### config.mk
export PLATFORM = sky130hd
export DESIGN_NAME = wav_riff_header_parser_top
export DESIGN_NICKNAME = d
export VERILOG_FILES = /design/src/hdl/wrp_pkg.sv /design/src/hdl/wrp_core.sv /design/src/hdl/wav_riff_header_parser_top.sv
export VERILOG_INCLUDE_DIRS = /design/src /design/src/hdl
export SDC_FILE = /design/constraint.sdc
export NUM_CORES = 1
export LEC_CHECK = 0
export BUFFER_PORTS_ARGS = -buffer_cell sky130_fd_sc_hd__buf_2
export CELL_PAD_IN_SITES_DETAIL_PLACEMENT = 0
export CELL_PAD_IN_SITES_GLOBAL_PLACEMENT = 2
export CORE_ASPECT_RATIO = 1.25
export CORE_MARGIN = 5
export CORE_UTILIZATION = 41
export DETAILED_ROUTE_END_ITERATION = 7
export PLACE_DENSITY_LB_ADDON = 0.12
export SLEW_MARGIN = 20
export SYNTH_ARGS = -nofsm -noshare
export SYNTH_HDL_FRONTEND = slang
export SYNTH_SLANG_ARGS = --single-unit
export TNS_END_PERCENT = 10
### constraint.sdc
create_clock -name clk_i -period 23.5 [get_ports clk_i]
set_clock_uncertainty 0.05 [all_clocks]
set_input_delay 4.7 -clock clk_i [delete_from_list [all_inputs] [get_ports clk_i]]
set_output_delay 4.7 -clock clk_i [all_outputs]
set_load 0.02 [all_outputs]
### src/hdl/wav_riff_header_parser_top_defines.svh
// Assertion helpers for the WAV header parser.
`ifndef WAV_RIFF_HEADER_PARSER_TOP_DEFINES_SVH
`define WAV_RIFF_HEADER_PARSER_TOP_DEFINES_SVH

// Same-cycle implication, sampled on clk_i, off during reset.
`define WRP_ASSERT_NOW(lbl, ante, cons) \
  lbl: assert property (@(posedge clk_i) disable iff (!rst_ni) (ante) |-> (cons)) \
    else $error("wrp assertion failed");

// Next-cycle implication, sampled on clk_i, off during reset.
`define WRP_ASSERT_NEXT(lbl, ante, cons) \
  lbl: assert property (@(posedge clk_i) disable iff (!rst_ni) (ante) |=> (cons)) \
    else $error("wrp assertion failed");

`endif

### src/hdl/wrp_pkg.sv
`default_nettype none

package wrp_pkg;

  typedef enum logic [2:0] {
    PH_IDLE,
    PH_DESC,
    PH_CHDR,
    PH_FMT,
    PH_SKIP,
    PH_DONE
  } phase_e;

  localparam logic [31:0] TAG_RIFF = 32'h4646_4952;
  localparam logic [31:0] TAG_WAVE = 32'h4556_4157;
  localparam logic [31:0] TAG_FMT  = 32'h2074_6D66;
  localparam logic [31:0] TAG_DATA = 32'h6174_6164;

  localparam logic [31:0] FMT_BODY = 32'd16;

  localparam logic [3:0] IDX_TAG_END  = 4'd3;
  localparam logic [3:0] IDX_SIZE_END = 4'd7;
  localparam logic [3:0] IDX_DESC_END = 4'd11;
  localparam logic [3:0] IDX_FMT_END  = 4'd15;

  localparam logic [1:0] ST_OK      = 2'd0;
  localparam logic [1:0] ST_NOT_WAV = 2'd1;
  localparam logic [1:0] ST_MISSING = 2'd2;

  typedef struct packed {
    logic [1:0]  status;
    logic [15:0] audio_format;
    logic [15:0] num_channels;
    logic [31:0] sample_rate;
    logic [31:0] byte_rate;
    logic [15:0] block_align;
    logic [15:0] bits_per_sample;
    logic [31:0] fmt_chunk_size;
    logic [31:0] data_size;
  } result_t;

endpackage

`default_nettype wire

### src/hdl/wrp_core.sv
`default_nettype none

module wrp_core (
  input  wire logic            clk_i,
  input  wire logic            rst_ni,
  input  wire logic            accept_i,
  input  wire logic [7:0]      byte_in_i,
  input  wire logic            first_byte_i,
  input  wire logic            end_of_stream_i,
  output logic                 emit_o,
  output wrp_pkg::result_t     result_o
);
  import wrp_pkg::*;

  phase_e      phase_q, phase_d;
  logic [3:0]  idx_q, idx_d;
  logic [31:0] shift_q, shift_d;
  logic [31:0] tag_q, tag_d;
  logic [32:0] skip_q, skip_d;
  logic [15:0] fmt_q, fmt_d;
  logic [15:0] chan_q, chan_d;
  logic [31:0] rate_q, rate_d;
  logic [31:0] brate_q, brate_d;
  logic [15:0] align_q, align_d;
  logic [15:0] bits_q, bits_d;
  logic [31:0] fsize_q, fsize_d;
  logic        seen_q, seen_d;

  logic        emit;
  logic [1:0]  status;
  logic [31:0] dsize;
  logic [31:0] size;
  logic [32:0] skip_dec;

  always_comb begin
    // restart clears everything and treats this byte as byte 0
    phase_d = first_byte_i ? PH_DESC : phase_q;
    idx_d   = first_byte_i ? '0 : idx_q;
    shift_d = first_byte_i ? '0 : shift_q;
    tag_d   = first_byte_i ? '0 : tag_q;
    skip_d  = first_byte_i ? '0 : skip_q;
    fmt_d   = first_byte_i ? '0 : fmt_q;
    chan_d  = first_byte_i ? '0 : chan_q;
    rate_d  = first_byte_i ? '0 : rate_q;
    brate_d = first_byte_i ? '0 : brate_q;
    align_d = first_byte_i ? '0 : align_q;
    bits_d  = first_byte_i ? '0 : bits_q;
    fsize_d = first_byte_i ? '0 : fsize_q;
    seen_d  = first_byte_i ? 1'b0 : seen_q;
    emit    = 1'b0;
    status  = ST_OK;
    dsize   = '0;
    size    = '0;
    skip_dec = '0;

    if (phase_d != PH_IDLE && phase_d != PH_DONE) begin
      shift_d = {byte_in_i, shift_d[31:8]};
      size    = shift_d;
      unique case (phase_d)
        PH_DESC: begin
          if (idx_d == IDX_TAG_END) tag_d = shift_d;
          if (idx_d == IDX_DESC_END) begin
            if (tag_d != TAG_RIFF || shift_d != TAG_WAVE) begin
              emit   = 1'b1;
              status = ST_NOT_WAV;
            end else begin
              phase_d = PH_CHDR;
              idx_d   = '0;
              if (end_of_stream_i) begin
                emit   = 1'b1;
                status = ST_MISSING;
              end
            end
          end else begin
            idx_d = idx_d + 4'd1;
            if (end_of_stream_i) begin
              emit   = 1'b1;
              status = ST_NOT_WAV;
            end
          end
        end
        PH_CHDR: begin
          if (idx_d == IDX_TAG_END) tag_d = shift_d;
          if (idx_d == IDX_SIZE_END) begin
            idx_d = '0;
            if (tag_d == TAG_DATA) begin
              emit   = 1'b1;
              status = seen_d ? ST_OK : ST_MISSING;
              dsize  = size;
            end else if (tag_d == TAG_FMT) begin
              fsize_d = size;
              skip_d  = ((size > FMT_BODY) ? {1'b0, size - FMT_BODY} : 33'd0)
                        + {32'd0, size[0]};
              phase_d = PH_FMT;
            end else begin
              skip_d  = {1'b0, size} + {32'd0, size[0]};
              phase_d = (skip_d != '0) ? PH_SKIP : PH_CHDR;
            end
          end else begin
            idx_d = idx_d + 4'd1;
          end
        end
        PH_FMT: begin
          case (idx_d)
            4'd0, 4'd1:               fmt_d[{idx_d[0], 3'b000} +: 8] = byte_in_i;
            4'd2, 4'd3:               chan_d[{idx_d[0], 3'b000} +: 8] = byte_in_i;
            4'd4, 4'd5, 4'd6, 4'd7:   rate_d[{idx_d[1:0], 3'b000} +: 8] = byte_in_i;
            4'd8, 4'd9, 4'd10, 4'd11: brate_d[{idx_d[1:0], 3'b000} +: 8] = byte_in_i;
            4'd12, 4'd13:             align_d[{idx_d[0], 3'b000} +: 8] = byte_in_i;
            default:                  bits_d[{idx_d[0], 3'b000} +: 8] = byte_in_i;
          endcase
          if (idx_d == IDX_FMT_END) begin
            seen_d  = 1'b1;
            idx_d   = '0;
            phase_d = (skip_d != '0) ? PH_SKIP : PH_CHDR;
          end else begin
            idx_d = idx_d + 4'd1;
          end
        end
        PH_SKIP: begin
          skip_dec = skip_d - 33'd1;
          if (skip_d != '0) skip_d = skip_dec;
          if (skip_d == '0) begin
            phase_d = PH_CHDR;
            idx_d   = '0;
          end
        end
        default: ;
      endcase
      // stream ran out before the data header
      if (!emit && end_of_stream_i) begin
        emit   = 1'b1;
        status = ST_MISSING;
      end
      if (emit) phase_d = PH_DONE;
    end
  end

  always_ff @(posedge clk_i or negedge rst_ni) begin
    if (!rst_ni) begin
      phase_q <= PH_IDLE;
      idx_q   <= '0;
      shift_q <= '0;
      tag_q   <= '0;
      skip_q  <= '0;
      fmt_q   <= '0;
      chan_q  <= '0;
      rate_q  <= '0;
      brate_q <= '0;
      align_q <= '0;
      bits_q  <= '0;
      fsize_q <= '0;
      seen_q  <= 1'b0;
    end else if (accept_i) begin
      phase_q <= phase_d;
      idx_q   <= idx_d;
      shift_q <= shift_d;
      tag_q   <= tag_d;
      skip_q  <= skip_d;
      fmt_q   <= fmt_d;
      chan_q  <= chan_d;
      rate_q  <= rate_d;
      brate_q <= brate_d;
      align_q <= align_d;
      bits_q  <= bits_d;
      fsize_q <= fsize_d;
      seen_q  <= seen_d;
    end
  end

  assign emit_o = emit;

  always_comb begin
    result_o.status          = status;
    result_o.audio_format    = fmt_d;
    result_o.num_channels    = chan_d;
    result_o.sample_rate     = rate_d;
    result_o.byte_rate       = brate_d;
    result_o.block_align     = align_d;
    result_o.bits_per_sample = bits_d;
    result_o.fmt_chunk_size  = fsize_d;
    result_o.data_size       = dsize;
  end

endmodule

`default_nettype wire

### src/hdl/wav_riff_header_parser_top.sv
// WAV RIFF header parser.
// Input channel (in_valid_i / in_ready_o): one file byte per word, with
// first_byte_i marking byte 0 of a file (restarts the parse at any time)
// and end_of_stream_i marking the last byte available.
// Output channel (out_valid_o / out_ready_i): at most one result word per
// file: status plus the fmt fields and the data chunk size. It is produced
// when the data chunk header completes, when the descriptor is bad, or
// when the stream ends first. Bytes after that are dropped until the next
// first byte.
// Throughput: one byte per cycle while in_ready_o is high.
// The result word is registered: it is on the output in the cycle after
// the byte that ends the parse is accepted.
// A finished result sits in the output register; while it waits and
// out_ready_i is low, in_ready_o drops, so the walker halts. When the
// result is taken in the same cycle, a new byte is still accepted.
// Reset: the parser goes idle with all stored fields zero and ignores
// bytes until one arrives with first_byte_i set; the output is empty.
`default_nettype none
`include "wav_riff_header_parser_top_defines.svh"

module wav_riff_header_parser_top (
  input  wire logic        clk_i,
  input  wire logic        rst_ni,
  input  wire logic        in_valid_i,
  output logic             in_ready_o,
  input  wire logic [7:0]  byte_in_i,
  input  wire logic        first_byte_i,
  input  wire logic        end_of_stream_i,
  output logic             out_valid_o,
  input  wire logic        out_ready_i,
  output logic [1:0]       status_o,
  output logic [15:0]      audio_format_o,
  output logic [15:0]      num_channels_o,
  output logic [31:0]      sample_rate_o,
  output logic [31:0]      byte_rate_o,
  output logic [15:0]      block_align_o,
  output logic [15:0]      bits_per_sample_o,
  output logic [31:0]      fmt_chunk_size_o,
  output logic [31:0]      data_size_o
);
  import wrp_pkg::*;

  logic    accept;
  logic    emit;
  result_t res;
  result_t res_q;
  logic    out_valid_q;

  // a held result only blocks input while the receiver is stalled
  assign in_ready_o = !out_valid_q || out_ready_i;
  assign accept     = in_valid_i && in_ready_o;

  wrp_core u_core (
    .clk_i           (clk_i),
    .rst_ni          (rst_ni),
    .accept_i        (accept),
    .byte_in_i       (byte_in_i),
    .first_byte_i    (first_byte_i),
    .end_of_stream_i (end_of_stream_i),
    .emit_o          (emit),
    .result_o        (res)
  );

  // output register: valid is control, result word is payload
  always_ff @(posedge clk_i or negedge rst_ni) begin
    if (!rst_ni) begin
      out_valid_q <= 1'b0;
    end else if (accept && emit) begin
      out_valid_q <= 1'b1;
    end else if (out_ready_i) begin
      out_valid_q <= 1'b0;
    end
  end

  always_ff @(posedge clk_i) begin
    if (accept && emit) begin
      res_q <= res;
    end
  end

  assign out_valid_o       = out_valid_q;
  assign status_o          = res_q.status;
  assign audio_format_o    = res_q.audio_format;
  assign num_channels_o    = res_q.num_channels;
  assign sample_rate_o     = res_q.sample_rate;
  assign byte_rate_o       = res_q.byte_rate;
  assign block_align_o     = res_q.block_align;
  assign bits_per_sample_o = res_q.bits_per_sample;
  assign fmt_chunk_size_o  = res_q.fmt_chunk_size;
  assign data_size_o       = res_q.data_size;

  // stalled result must hold off new bytes
  `WRP_ASSERT_NOW(a_stall_blocks_input, out_valid_o && !out_ready_i, !in_ready_o)
  // an emitted result shows up the next cycle
  `WRP_ASSERT_NEXT(a_emit_shows, accept && emit, out_valid_o)
  // status never takes the unused code
  `WRP_ASSERT_NOW(a_status_legal, out_valid_o, status_o != 2'd3)
  // only an ok or missing-chunk result carries a data size
  `WRP_ASSERT_NOW(a_dsize_status, out_valid_o && data_size_o != 32'd0,
                  status_o != ST_NOT_WAV)

endmodule

`default_nettype wire

Word level (Yosys, flattened, before mapping) --
Index checks and enable logic that the tools add are counted.
Cells by class: $add $sub $neg 7, multiply operators 0, divide/modulo/power cells 0, $lt $le $gt $ge 1, equal/unequal tests 23, shifts and indexed selects 4, mux-type cells 102, bitwise logic cells 1, reductions and logical operators 22
Operator list (number):
- 32-bit 2-to-1 mux | 24
- 33-bit 2-to-1 mux | 8
- 16-bit 2-to-1 mux | 16
- 33-bit one-hot mux with 2 select lines | 1
- 33-bit nonzero test | 2
- 16-bit bitwise mux | 4
- 32-bit bitwise mux | 2
- 32-bit by 31-bit != test with 1-bit output, second input constant | 2
- 32-bit one-hot mux with 2 select lines | 1
- 3-bit 2-to-1 mux | 12
- 32-bit by 1-bit adder with 33-bit output | 1
- 33-bit by 1-bit adder with 33-bit output | 1
- 33-bit logical NOT | 1
- 33-bit by 1-bit subtractor with 33-bit output, second input constant | 1
- 32-bit by 30-bit == test with 1-bit output, second input constant | 1
- 32-bit by 31-bit == test with 1-bit output, second input constant | 1
- 32-bit by 5-bit > comparator with 1-bit output, second input constant | 1
- 8-bit by 7-bit variable shift with 32-bit output, first input constant | 1
- 8-bit by 7-bit indexed part select with 32-bit output | 1
- 32-bit by 5-bit subtractor with 32-bit output, second input constant | 1
- 4-bit == test, second input constant | 7
- 4-bit 2-to-1 mux | 7
- 4-bit by 3-bit == test with 1-bit output, second input constant | 4
- 1-bit 2-to-1 mux | 16
- other kinds (27) | 44
Word-level totals: bits in registers 452, bits in latches 0, bits in writable memories 0, bits in read-only memories 0, input bits 14, output and inout port bits 196, logic and storage cells 184, memories 0

Logic depth before layout (Yosys ltp) --
Gate-level depths: netlist (run 1).
depth in word-level cells 18, gate-level depth with buffers 26

Cells and area by module --
From an unflattened synthesis (run 1), not the netlist that was laid out.
Unflattened totals: cells, all modules 2346, area total of the unflattened synthesis 23607.6 um^2
Modules (own cells, without submodules):
- wrp_core | instances 1, cells each 2146, area each 17713.2 um^2
- wav_riff_header_parser_top | instances 1, cells each 200, area each 5894.4 um^2

Worst setup path after synthesis (run 1) --
Ideal clock, no wire load.
kind in2reg, start input port first_byte_i, end register res_q (netlist bit audio_format_o[0]) (enable), setup time 0.752 ns, arrival 17.218 ns, data required time 22.698 ns, setup slack 5.479 ns, stages on the path 21, path buffers 10, path through buf_4 > inv_1 > clkbuf_1 > clkbuf_1 > buf_1 > clkbuf_1 > clkbuf_1 > clkbuf_1 > buf_1 > nand2_1 > inv_1 > ha_1 > or3b_1 > buf_2 > buf_2 > nor3_1 > o21ai_0 > nor4_1 > and4_1 > a211oi_1 > nor2_1
Between the ends: longest elaborated chain between the ends 17, elaborated cells between the ends (all ways) 33, those cells by class eq/ne (9); mux (18); reduce/logical (6)
Ends and longest elaborated chain:
- start, declared | RTL line wav_riff_header_parser_top.sv:27 | input wire logic first_byte_i,
- 4-bit 2-to-1 mux | RTL line wrp_core.sv:38 | idx_d = first_byte_i ? '0 : idx_q;
- 4-bit by 2-bit == test with 1-bit output | RTL line wrp_core.sv:61, wrp_core.sv:83
- 32-bit 2-to-1 mux | RTL line wrp_core.sv:61, wrp_core.sv:83
- 32-bit 2-to-1 mux | RTL line wrp_core.sv:59 | unique case (phase_d)
- 32-bit 2-to-1 mux | RTL line wrp_core.sv:56 | if (phase_d != PH_IDLE && phase_d != PH_DONE) begin
- 32-bit by 31-bit != test with 1-bit output | RTL line wrp_core.sv:63 | if (tag_d != TAG_RIFF || shift_d != TAG_WAVE) begin
- 1-bit logical OR | RTL line wrp_core.sv:63
- 1-bit 2-to-1 mux | RTL line wrp_core.sv:63
- 1-bit 2-to-1 mux | RTL line wrp_core.sv:62 | if (idx_d == IDX_DESC_END) begin
- 1-bit one-hot mux with 2 select lines | RTL line wrp_core.sv:59
- 1-bit 2-to-1 mux | RTL line wrp_core.sv:56
- 1-bit logical NOT | RTL line wrp_core.sv:131 | if (!emit && end_of_stream_i) begin
- 1-bit logical AND | RTL line wrp_core.sv:131
- 1-bit 2-to-1 mux | RTL line wrp_core.sv:131
- 1-bit 2-to-1 mux | RTL line wrp_core.sv:56
- 1-bit 2-to-1 mux (*) | RTL line wrp_core.sv:56
- 1-bit logical AND (*) | RTL line wav_riff_header_parser_top.sv:76 | if (accept && emit) begin
- end signal, assigned | RTL line wav_riff_header_parser_top.sv:77 | res_q <= res;
- end, declared | RTL line wav_riff_header_parser_top.sv:46 | result_t res_q;
Every way passes the cells marked *; elsewhere a longest branch is shown, timed or not. The select of a mux whose other input is x is not followed. A chain may end at the register's enable or synchronous reset.

Final worst setup path (run 1) --
start input port first_byte_i, end register res_q (netlist bit fmt_chunk_size_o[31]) (enable)
Same word-level chain as after synthesis.

==> results of run 1 <==
metrics by stage:
| stage | total power, W | hold WS [ns] |
|---|---|---|
| 3_5_place_dp | 0.00190 | 0.405 |
| 2_1_floorplan | 0.00159 | 0.388 |
| 4_1_cts | 0.00274 | 0.420 |
| 6_report | 0.00274 | 0.417 |
| 3_3_place_gp | 0.00190 | 0.399 |
| 5_1_grt | 0.00286 | 0.440 |
worst paths after layout:
kind | start | to | cells after the start
max | first_byte_i | fmt_chunk_size_o[31] | 15
min | u_core.bits_q[14] | u_core.bits_q[14] | 2
max reg2reg | u_core.idx_q[0] | fmt_chunk_size_o[31] | 13
min reg2reg | u_core.bits_q[14] | u_core.bits_q[14] | 2
max in group asynchronous | rst_ni | u_core.align_q[13] | 2
min in group asynchronous | rst_ni | u_core.fsize_q[11] | 1
cell usage after synthesis, types with 25 or more instances:
cell type    n  area [sq um]
or3_1       31           194
xor2_1      25           219
clkbuf_1   192           721
o21ai_0    195           976
nor3_1      71           355
dfrtp_1    258          6460
and2_1      27           169
nor2_1     235           882
nand2_1    504          1890
xnor2_1     40           350
a22oi_1     45           338
edfxtp_1   194          5830
mux2_2      88           991
inv_1       30           113
nor4_1      40           250
nand4_1     41           257
a21oi_1     96           480
and3_1      26           163
nand3_1    119           596
a31oi_1     30           188
worst max-delay path, stage by stage:
cell,delay [ns]
buf_6,0.20
inv_4,0.35
nand2_1,0.33
inv_1,0.30
ha_1,0.19
buf_4,0.25
or3b_1,0.37
buf_4,0.27
nor4_1,0.32
o211ai_1,0.24
nor4_1,0.48
and4_1,0.84
a211oi_1,0.34
nor2_4,0.23
buf_12,0.63
sequential cells by signal (all words and copies together) (netlist names), 24 cells and up:
| name | cells |
|---|---|
| byte_rate_o | 32 |
| data_size_o | 32 |
| fmt_chunk_size_o | 32 |
| sample_rate_o | 32 |
| u_core.brate_q | 32 |
| u_core.fsize_q | 32 |
| u_core.rate_q | 32 |
| u_core.shift_q | 24 |
| u_core.skip_q | 33 |
| u_core.tag_q | 32 |
cells by family after synthesis:
group / Yosys count
simple gates: 1222
buf+inv: 258
compound gates: 597
flops: 452
fa+ha+maj: 14
mux: 112
xor+xnor: 65
report_power, final:
group | total [W] | switching (W) | internal (W) | leakage (nW)
Clock | 0.000837 | 0.000347 | 0.000490 | 0.847
Sequential | 0.00104 | 0.000113 | 0.000923 | 5.30
Combinational | 0.000871 | 0.000607 | 0.000264 | 5.49
Total | 0.00274 | 0.00107 | 0.00168 | 11.6
metal layers:
layer	part of all wire (%)	global-route usage [%]	vias up	routed length, microns
li1	-	-	10000	-
met1	42	35.5	11100	39100
met2	49	46.9	777	45800
met3	5.8	4.53	181	5440
met4	3.6	9.29	6	3410
met5	0.044	0	-	41
cell type report:
class / count / area (sq um) / area share (%)
flip-flops and latches: 452 / 12300 / 43.3
multi-input cells: 2010 / 11800 / 41.5
repair buffers: 269 / 1530 / 5.37
clock buffers: 63 / 1360 / 4.80
well taps: 772 / 966 / 3.40
clock inverters: 28 / 364 / 1.28
inverters: 31 / 119 / 0.419
==> impl_results.md, run 1 <==
- Outcome: finished clean
- Design Area, Final: 28,400 sq um
- CP arrival: 10.27 ns
- Fin crit period: just over 10 ns
- Synth Area in XOR/XNOR: 2.28%
- R2R setup slack: approximately 17 ns
- Post-Synth Adder-Cell Area: less than 1%
- Cells after DPL: 3,534
- Endpoints failing setup: 0
- CTS Sinks: 452
- Number of iterations in the first detailed-routing pass: 6
- Post-CTS Resized: 0
- Initial antenna violation count: 3
- Row cnt: 101
- Fin. Hold Viols: 0
- CTS buffer count: 49
- Period utilisation layout: between 40% and 50%
- Hold_buf cts: 0
- H-tree depth: 2
- Synth async-reset ratio: a little under three fifths
- GRT Overall Usage: about 27%
- Full die area: 66,000 sq um
- Leakage power: ~12 nW
- Core area: 60,500 sq um
- Fin Setup TNS: 0 ns
- CP max FO: 157
- Main synth FF type: dfrtp_1
- Most common cell after layout, fill and taps aside: nand2_1
- Syn_area_per_cell: 9.18 sq um
- Placed inst area: 26,600 sq um
- Chip height: about 290 microns
- Port-buffer cells: 209
- Synth Area in Compound Gates: 15.8%
- Rel. slew slack: 24.0%
- Setup ws final: ~13 ns
- Crit start category: input port
- Mapped Area: about 25,000 sq um
- Syn-to-layout area delta: 13.7%
- Detailed Route Iter0 Violations: 2,083
- Power Density: 96.7 nW/um^2
- Number of synthesized register bits: 452
- CTS tree: yes
- Starting Density: 41.2%
- Syn nets: 2,748
- Sequential-to-total area share from yosys stat: 49.2%
- Pins over their slew limit: 0
- CTS root buf: clkbuf_16
- Grt total ovfl: 0
- Final Non-Filler Cells: between 3,000 and 4,000
- Syn. warnings: 0
- Clock Path Buffers: 3
- DRC Markers: 0
- Peak supply drop: about 0.06 mV
- Multiplexer share of the synthesized area: under 10%
- Most frequent cells in the layout: nand2_1, dfrtp_1, nor2_1
- Worst-Margin Slew: 1.14 ns
- Unrepaired setup endpoints after global routing: false
- Max Cap Viol: 0
- Post-layout util: a little under half
- Skew-Pair Late Insertion Delay: 0.63 ns
- Share of layout cells above drive strength 1: between 10% and 20%
- RePlAce Congestion: 0.929
- HPWL Detailed: ~62,000 microns
- Buffers inserted by post-CTS timing repair: 0
- Post-synth EDFFs: 194
- # nets final: between 2,000 and 3,000
- Pre-CTS WS: 12.74 ns
- Worst EP required: ~24 ns
- Critical path endpoint category: flop
- Post-synthesis cell count: 2,720
- Antenna cells: 0
- Io pins: between 200 and 250
- Number of antenna-violating nets in the routed design: 0
- Vias: 22,100
- Die width: between 200 and 250 microns
- Routed WL per cell: 25.9 microns
- Reg clk slew, reported paths: ~0.07 ns
- First-pass GRT wire length: between 100,000 and 150,000 microns
- HP Class: flop to flop
- Vias per cell: 6.09
- Yosys cell types: 95
- Detailed Route WL: approximately 94,000 microns
- F_max: 0.0989 GHz
- Fill cells: 5,847
- WS Path Type: input port to flop
- Largest family of logic cells by synthesized area: simple AND/OR/NAND/NOR gates
- Vias in the first global route: 21,700
- Post-Synth Simple-Gate Area: 23.1%
- Largest net degree at the start of global routing: 158
Power figures use the tool's default switching activity.
==> inputs of run 2 (changes only) <==
- CORE_UTILIZATION: 41 -> 38
- clock period: 23.5 -> 9.4 ns (I/O delays scaled with it)
==> run 2 against run 1 <==
Against the previous run: clock power grew 130%; sequential share of layout area is essentially flat; first-iteration DRC count shrank 1.8%; final cell count grew 2.5%; via count is the same; non-clock buffer count grew 2; total power grew 140%; combinational power grew 150%; setup slack lost 11 ns; cell area grew 0.11%; die area grew 7.6%; utilization shrank 3.5 points; critical path type unchanged; critical endpoint is now fmt_chunk_size_o[16].
==> impl_results.md, run 2 (synthesis gave the netlist of run 1 again) <==
- R2R setup slack: 3.54 ns (-13.95 ns)
- Die width: 239 microns (+3.7%)
- CTS root buf: clkbuf_16
- Routed WL per cell: 25.8 microns (-0.16%)
- Final Non-Filler Cells: 3,715 (+2.5%)
- Endpoints failing setup: 0 (unchanged)
- Slowest CP cell: and4_1
- Buf/Inv on CP: 7 (+1)
- Worst EP required: 9.57 ns (-14.09 ns)
- R2R depth: 16 (+3)
- Cell Chain, Critical Path: buf_6, inv_4, nand2_1, inv_1, ha_1, buf_4, or3b_1, buf_4, nand4_1, a222oi_1, o211a_1, and4_1, a211oi_1, buf_4, nor2_4, buf_12
- Hold EP: u_core.bits_q[6]
- Core area: 65,400 sq um (+8.1%)
- Port-buffer cells: 209 (unchanged)
- Worst flop-to-flop path startpoint: u_core.shift_q[13]
- Starting Density: 38.2% (-3.1 points)
- Vias in the first global route: 21,900 (+0.84%)
- Clock Path Buffers: 3 (unchanged)
- Crit start category: input port
- Critical Path Most Common Cell: buf_4
- Fill cells: 6,436 (+10%)
- CTS tree: yes
- Skew-Pair Late Insertion Delay: 0.62 ns (about the same)
- Max Cap Viol: 0 (unchanged)
- Pins over their slew limit: 0 (unchanged)
- RePlAce Congestion: 0.886 (-4.7%)
- Detailed Route Iter0 Violations: 2,046 (-1.8%)
- Biggest register: u_core.skip_q
- HPWL Detailed: 63,400 microns (+2.1%)
- CP arrival: 7.35 ns (-2.92 ns)
- WS Path Type: input port to flop
- CTS buffer count: 49 (unchanged)
- Share of layout cells above drive strength 1: 17.1% (-0.29 points)
- Period utilisation layout: 76.3%
- Largest net degree at the start of global routing: 157 (-0.63%)
- Io pins: 210 (unchanged)
- Register area: 12,300 sq um (unchanged)
- Rel. slew slack: 21.2% (-2.8 points)
- GRT Overall Usage: 26.2% (-1.2 points)
- Fin Setup TNS: 0 ns (unchanged)
- Reg2Reg Capture Point: u_core.skip_q[28]
- Worst Hold Launch: u_core.bits_q[6]
- Buffers inserted by post-CTS timing repair: 0 (unchanged)
- Syn-to-layout area delta: 13.8%
- Critical path endpoint category: flop
- Number of iterations in the first detailed-routing pass: 5 (-1)
- Most frequent cells in the layout: nand2_1, dfrtp_1, nor2_1
- Reg clk slew, reported paths: 0.06 ns (about the same)
- Detailed Route WL: 96,000 microns (+2.3%)
- Chip height: 297 microns (+3.7%)
- Fin. Hold Viols: 0 (unchanged)
- Hold_buf cts: 0 (unchanged)
- Worst-Margin Slew: 1.17 ns (+0.0370 ns)
- Cells after DPL: 3,620 (+2.4%)
- Outcome: finished clean
- Number of antenna-violating nets in the routed design: 0 (unchanged)
- Multi-input logic area: 11,800 sq um (about the same)
- Post-CTS Resized: 0 (unchanged)
- Vias per cell: 5.94 (-2.4%)
- Row cnt: 105 (+4.0%)
- CP max stage delay: 0.68 ns (-0.16 ns)
- CP top delay family: buffers and inverters
- F_max: 0.139 GHz
- First-pass GRT wire length: 143,000 microns (+2.2%)
- Initial antenna violation count: 4 (+1)
- Leakage power: 11.6 nW (-0.30%)
- CTS Sinks: 452 (unchanged)
- Grt total ovfl: 0 (unchanged)
- Hold depth: 2 (unchanged)
- Max FFs per register: 33 (unchanged)
- Unrepaired setup endpoints after global routing: false
- H-tree depth: 2 (unchanged)
- Fin crit period: 7.17 ns
- Vias: 22,100 (unchanged)
- CP max FO: 156 (-0.64%)
- Most common cell after layout, fill and taps aside: nand2_1
- # nets final: 2,843 (+0.070%)
- Post-layout util: 43.4% (-3.5 points)
- DRC Markers: 0 (unchanged)
- Peak supply drop: 0.170 mV (+180%)
- Full die area: 71,000 sq um (+7.6%)
- Final Power: 0.00672 W (+140%)
- HP Class: flop to flop
- Power Density: 236 nW/um^2 (+140%)
==> run 2: worst reg2reg max path, stage by stage, from the launching register on <==
cell	delay, ns
dfrtp_1	0.80
nand2b_1	0.25
ha_1	0.43
a31oi_1	0.54
a211o_1	0.25
nor2_1	0.07
buf_4	0.22
nor2_1	0.16
ha_1	0.28
or4b_1	0.51
inv_1	0.08
nand3_1	0.10
nor4b_1	0.88
nand4_1	0.42
or3_1	0.41
a21o_1	0.19
a31oi_1	0.16
==> run 2: layout make-up <==
| type | instances | share of cell area (%) |
|---|---|---|
| multi-input combinational | 2010 | 41.4 |
| clock buffer | 72 | 4.98 |
| clock inverter | 19 | 0.678 |
| antenna | 4 | 0.0352 |
| inverter | 31 | 0.418 |
| timing repair buffer | 271 | 5.51 |
| tap | 856 | 3.77 |
| sequential | 452 | 43.2 |
==> run 2: how the worst max path moves through the flow <==
stage / startpoint / to / slack, ns / cells after the start
2_1_floorplan: first_byte_i / audio_format_o[0] / 0.07 / 21
3_3_place_gp: first_byte_i / fmt_chunk_size_o[19] / 1.89 / 16
3_5_place_dp: first_byte_i / fmt_chunk_size_o[22] / 1.76 / 16
4_1_cts: first_byte_i / fmt_chunk_size_o[19] / 2.38 / 16
5_1_grt: first_byte_i / fmt_chunk_size_o[19] / 1.94 / 16
6_report: first_byte_i / fmt_chunk_size_o[16] / 2.23 / 16
==> run 2: layer usage <==
layer / vias up / routed length [microns] / global-route usage (%)
met4: 2 / 3280 / 8.49
met2: 819 / 47200 / 44.8
li1: 10000 / - / -
met5: - / 13 / 0
met3: 186 / 5590 / 4.28
met1: 11000 / 39900 / 34.2
==> run 2: per-stage QoR <==
step	area [sq um]	hold WS [ns]	setup slack (ns)
after floorplan	25000	0.388	0.0714
after global routing	28400	0.440	1.94
after CTS	28400	0.420	2.38
after global placement	26800	0.399	1.89
final	28400	0.419	2.23
after detailed placement	26800	0.405	1.76
==> run 2: power breakdown <==
group	leakage (nW)	switching (W)	internal (W)
clock network	0.782	0.000849	0.00111
registers	5.30	0.000290	0.00231
logic	5.52	0.00151	0.000655
==> inputs of run 3 (changes only) <==
- CORE_UTILIZATION: 38 -> 34
- clock period: 9.4 -> 5.96 ns (I/O delays scaled with it)
==> run 3 against run 2 <==
Against the previous run: clock power up 61%; critical path type unchanged; worst hold slack hardly changed; largest power group unchanged; cell area is 2.0% higher.
==> impl_results.md, run 3 (synthesis gave the netlist of run 1 again) <==
- CP max FO: 69 (-56%)
- HP Class: flop to flop
- Fill cells: 7,413 (+15%)
- DRC Markers: 0 (unchanged)
- Buf/Inv on CP: 6 (-1)
- Outcome: finished clean
- Worst flop-to-flop path startpoint: u_core.shift_q[30]
- Reg clk slew, reported paths: 0.06 ns (about the same)
- Period utilisation layout: 82.5%
- Register area: 12,300 sq um (unchanged)
- Share of layout cells above drive strength 1: 18.8% (+1.7 points)
- Rel. slew slack: 25.5% (+4.3 points)
- Slowest CP cell: nor2_4
- Multi-input logic area: 11,800 sq um (+0.18%)
- Worst Hold Launch: u_core.bits_q[6]
- Cells after DPL: 3,771 (+4.2%)
- Grt total ovfl: 0 (unchanged)
- CP arrival: 5.13 ns (-2.22 ns)
- Unrepaired setup endpoints after global routing: false
- CTS buffer count: 49 (unchanged)
- RePlAce Congestion: 0.918 (+3.7%)
- Critical path endpoint category: flop
- Hold EP: u_core.bits_q[6]
- Max Cap Viol: 0 (unchanged)
- # nets final: 2,890 (+1.7%)
- Initial antenna violation count: 3 (-1)
- Skew-Pair Late Insertion Delay: 0.63 ns (about the same)
- Post-CTS Resized: 0 (unchanged)
- CP max stage delay: 0.76 ns (+0.08 ns)
- Row cnt: 111 (+5.7%)
- CTS Sinks: 452 (unchanged)
- Final Non-Filler Cells: 3,862 (+4.0%)
- Peak supply drop: 0.276 mV (+62%)
- Full die area: 79,000 sq um (+11%)
- Endpoints failing setup: 0 (unchanged)
- H-tree depth: 2 (unchanged)
- Most common cell after layout, fill and taps aside: nand2_1
- Number of antenna-violating nets in the routed design: 0 (unchanged)
- Syn-to-layout area delta: 16.1%
- Fin. Hold Viols: 0 (unchanged)
- CP top delay family: simple AND/OR/NAND/NOR gates
- Clock Path Buffers: 3 (unchanged)
- Chip height: 313 microns (+5.5%)
- Worst-Margin Slew: 1.12 ns (-0.0554 ns)
- Max FFs per register: 33 (unchanged)
- Fin crit period: 4.92 ns
- Cell Chain, Critical Path: buf_6, inv_4, nand2_1, inv_1, ha_4, or3b_1, buf_4, nor3_2, o21ai_0, nor4_1, buf_4, and4_4, a211oi_4, nor2_4, buf_12
- CTS root buf: clkbuf_16
- Most frequent cells in the layout: nand2_1, dfrtp_1, nor2_1
- Vias per cell: 5.74 (-3.3%)
- Detailed Route WL: 99,700 microns (+3.9%)
- R2R setup slack: 1.28 ns (-2.26 ns)
- CTS tree: yes
- WS Path Type: input port to flop
- Hold depth: 2 (unchanged)
- F_max: 0.203 GHz
- Io pins: 210 (unchanged)
- Buffers inserted by post-CTS timing repair: 0 (unchanged)
- Critical Path Most Common Cell: buf_4
- HPWL Detailed: 68,100 microns (+7.3%)
- Vias: 22,200 (+0.54%)
- First-pass GRT wire length: 149,000 microns (+3.9%)
- Number of iterations in the first detailed-routing pass: 5 (unchanged)
- Routed WL per cell: 25.8 microns (about the same)
- Port-buffer cells: 209 (unchanged)
- Leakage power: 11.8 nW (+2.1%)
- Largest net degree at the start of global routing: 103 (-34%)
- Biggest register: u_core.skip_q
- Vias in the first global route: 22,000 (+0.64%)
- Detailed Route Iter0 Violations: 1,754 (-14%)
- Worst EP required: 6.18 ns (-3.39 ns)
- Power Density: 373 nW/um^2 (+58%)
- GRT Overall Usage: 24.5% (-1.7 points)
- Core area: 73,100 sq um (+12%)
- Reg2Reg Capture Point: u_core.skip_q[24]
- Post-layout util: 39.7% (-3.8 points)
- Pins over their slew limit: 0 (unchanged)
- Crit start category: input port
- R2R depth: 13 (-3)
- Starting Density: 34.2% (-4.0 points)
- Die width: 252 microns (+5.5%)
- Hold_buf cts: 0 (unchanged)
run 3: cell count changes in the layout (fill, tap and decap cells not counted), sizes merged:
| cell | change |
|---|---|
| buf | +47 |
| clkbuf | -11 |
| clkinv | +6 |
| clkinvlp | +3 |
| diode | -3 |
| bufinv | +2 |
| inv | -1 |
run 3: per-layer routing:
layer,up-vias,routed length [microns],track usage (%)
li1,10200,-,-
met1,11200,41400,31.8
met2,709,50200,42.9
met3,153,4800,2.88
met4,0,3350,7.60
met5,-,0,0
run 3: worst max path at each step:
stage / start / end / slack [ns] / depth (start not counted)
2_1_floorplan: first_byte_i / audio_format_o[0] / -1.60 / 21
3_3_place_gp: first_byte_i / fmt_chunk_size_o[6] / 0.34 / 14
3_5_place_dp: first_byte_i / fmt_chunk_size_o[6] / 0.40 / 15
4_1_cts: first_byte_i / fmt_chunk_size_o[8] / 1.03 / 15
5_1_grt: first_byte_i / u_core.skip_q[20] / 0.86 / 17
6_report: first_byte_i / fmt_chunk_size_o[8] / 1.04 / 15
run 3: power by group:
part | switching, W | internal [W]
Sequential | 0.000420 | 0.00364
Combinational | 0.00250 | 0.00112
Clock | 0.00139 | 0.00175
run 3: stage by stage:
| step | area (sq um) | power [W] | TNS [ns] | hold slack, ns | setup WS [ns] |
|---|---|---|---|---|---|
| 6_report | 29000 | 0.0108 | 0 | 0.419 | 1.04 |
| 5_1_grt | 29000 | 0.0113 | 0 | 0.434 | 0.861 |
| 4_1_cts | 29000 | 0.0109 | 0 | 0.421 | 1.03 |
| 3_5_place_dp | 27300 | 0.00769 | 0 | 0.404 | 0.401 |
| 3_3_place_gp | 27300 | 0.00769 | 0 | 0.399 | 0.336 |
| 2_1_floorplan | 25100 | 0.00623 | -311.15 | 0.388 | -1.60 |
run 3: worst reg2reg max path, delay by kind of cell, from the launching register on:
family | cells | cell delay (ns)
DFF | 1 | 0.71
and+or+nand+nor | 8 | 2.22
adders and majority gates | 1 | 0.26
AOI/OAI and AO/OA | 4 | 1.35
run 3: final cells by class:
cell class	count	share of cell area, %
clock inverter	29	1.14
clock buffer	61	4.49
multi-input combinational	2010	40.7
tap	960	4.14
timing repair buffer	318	6.75
inverter	31	0.419
sequential	452	42.4
antenna	1	0.00864
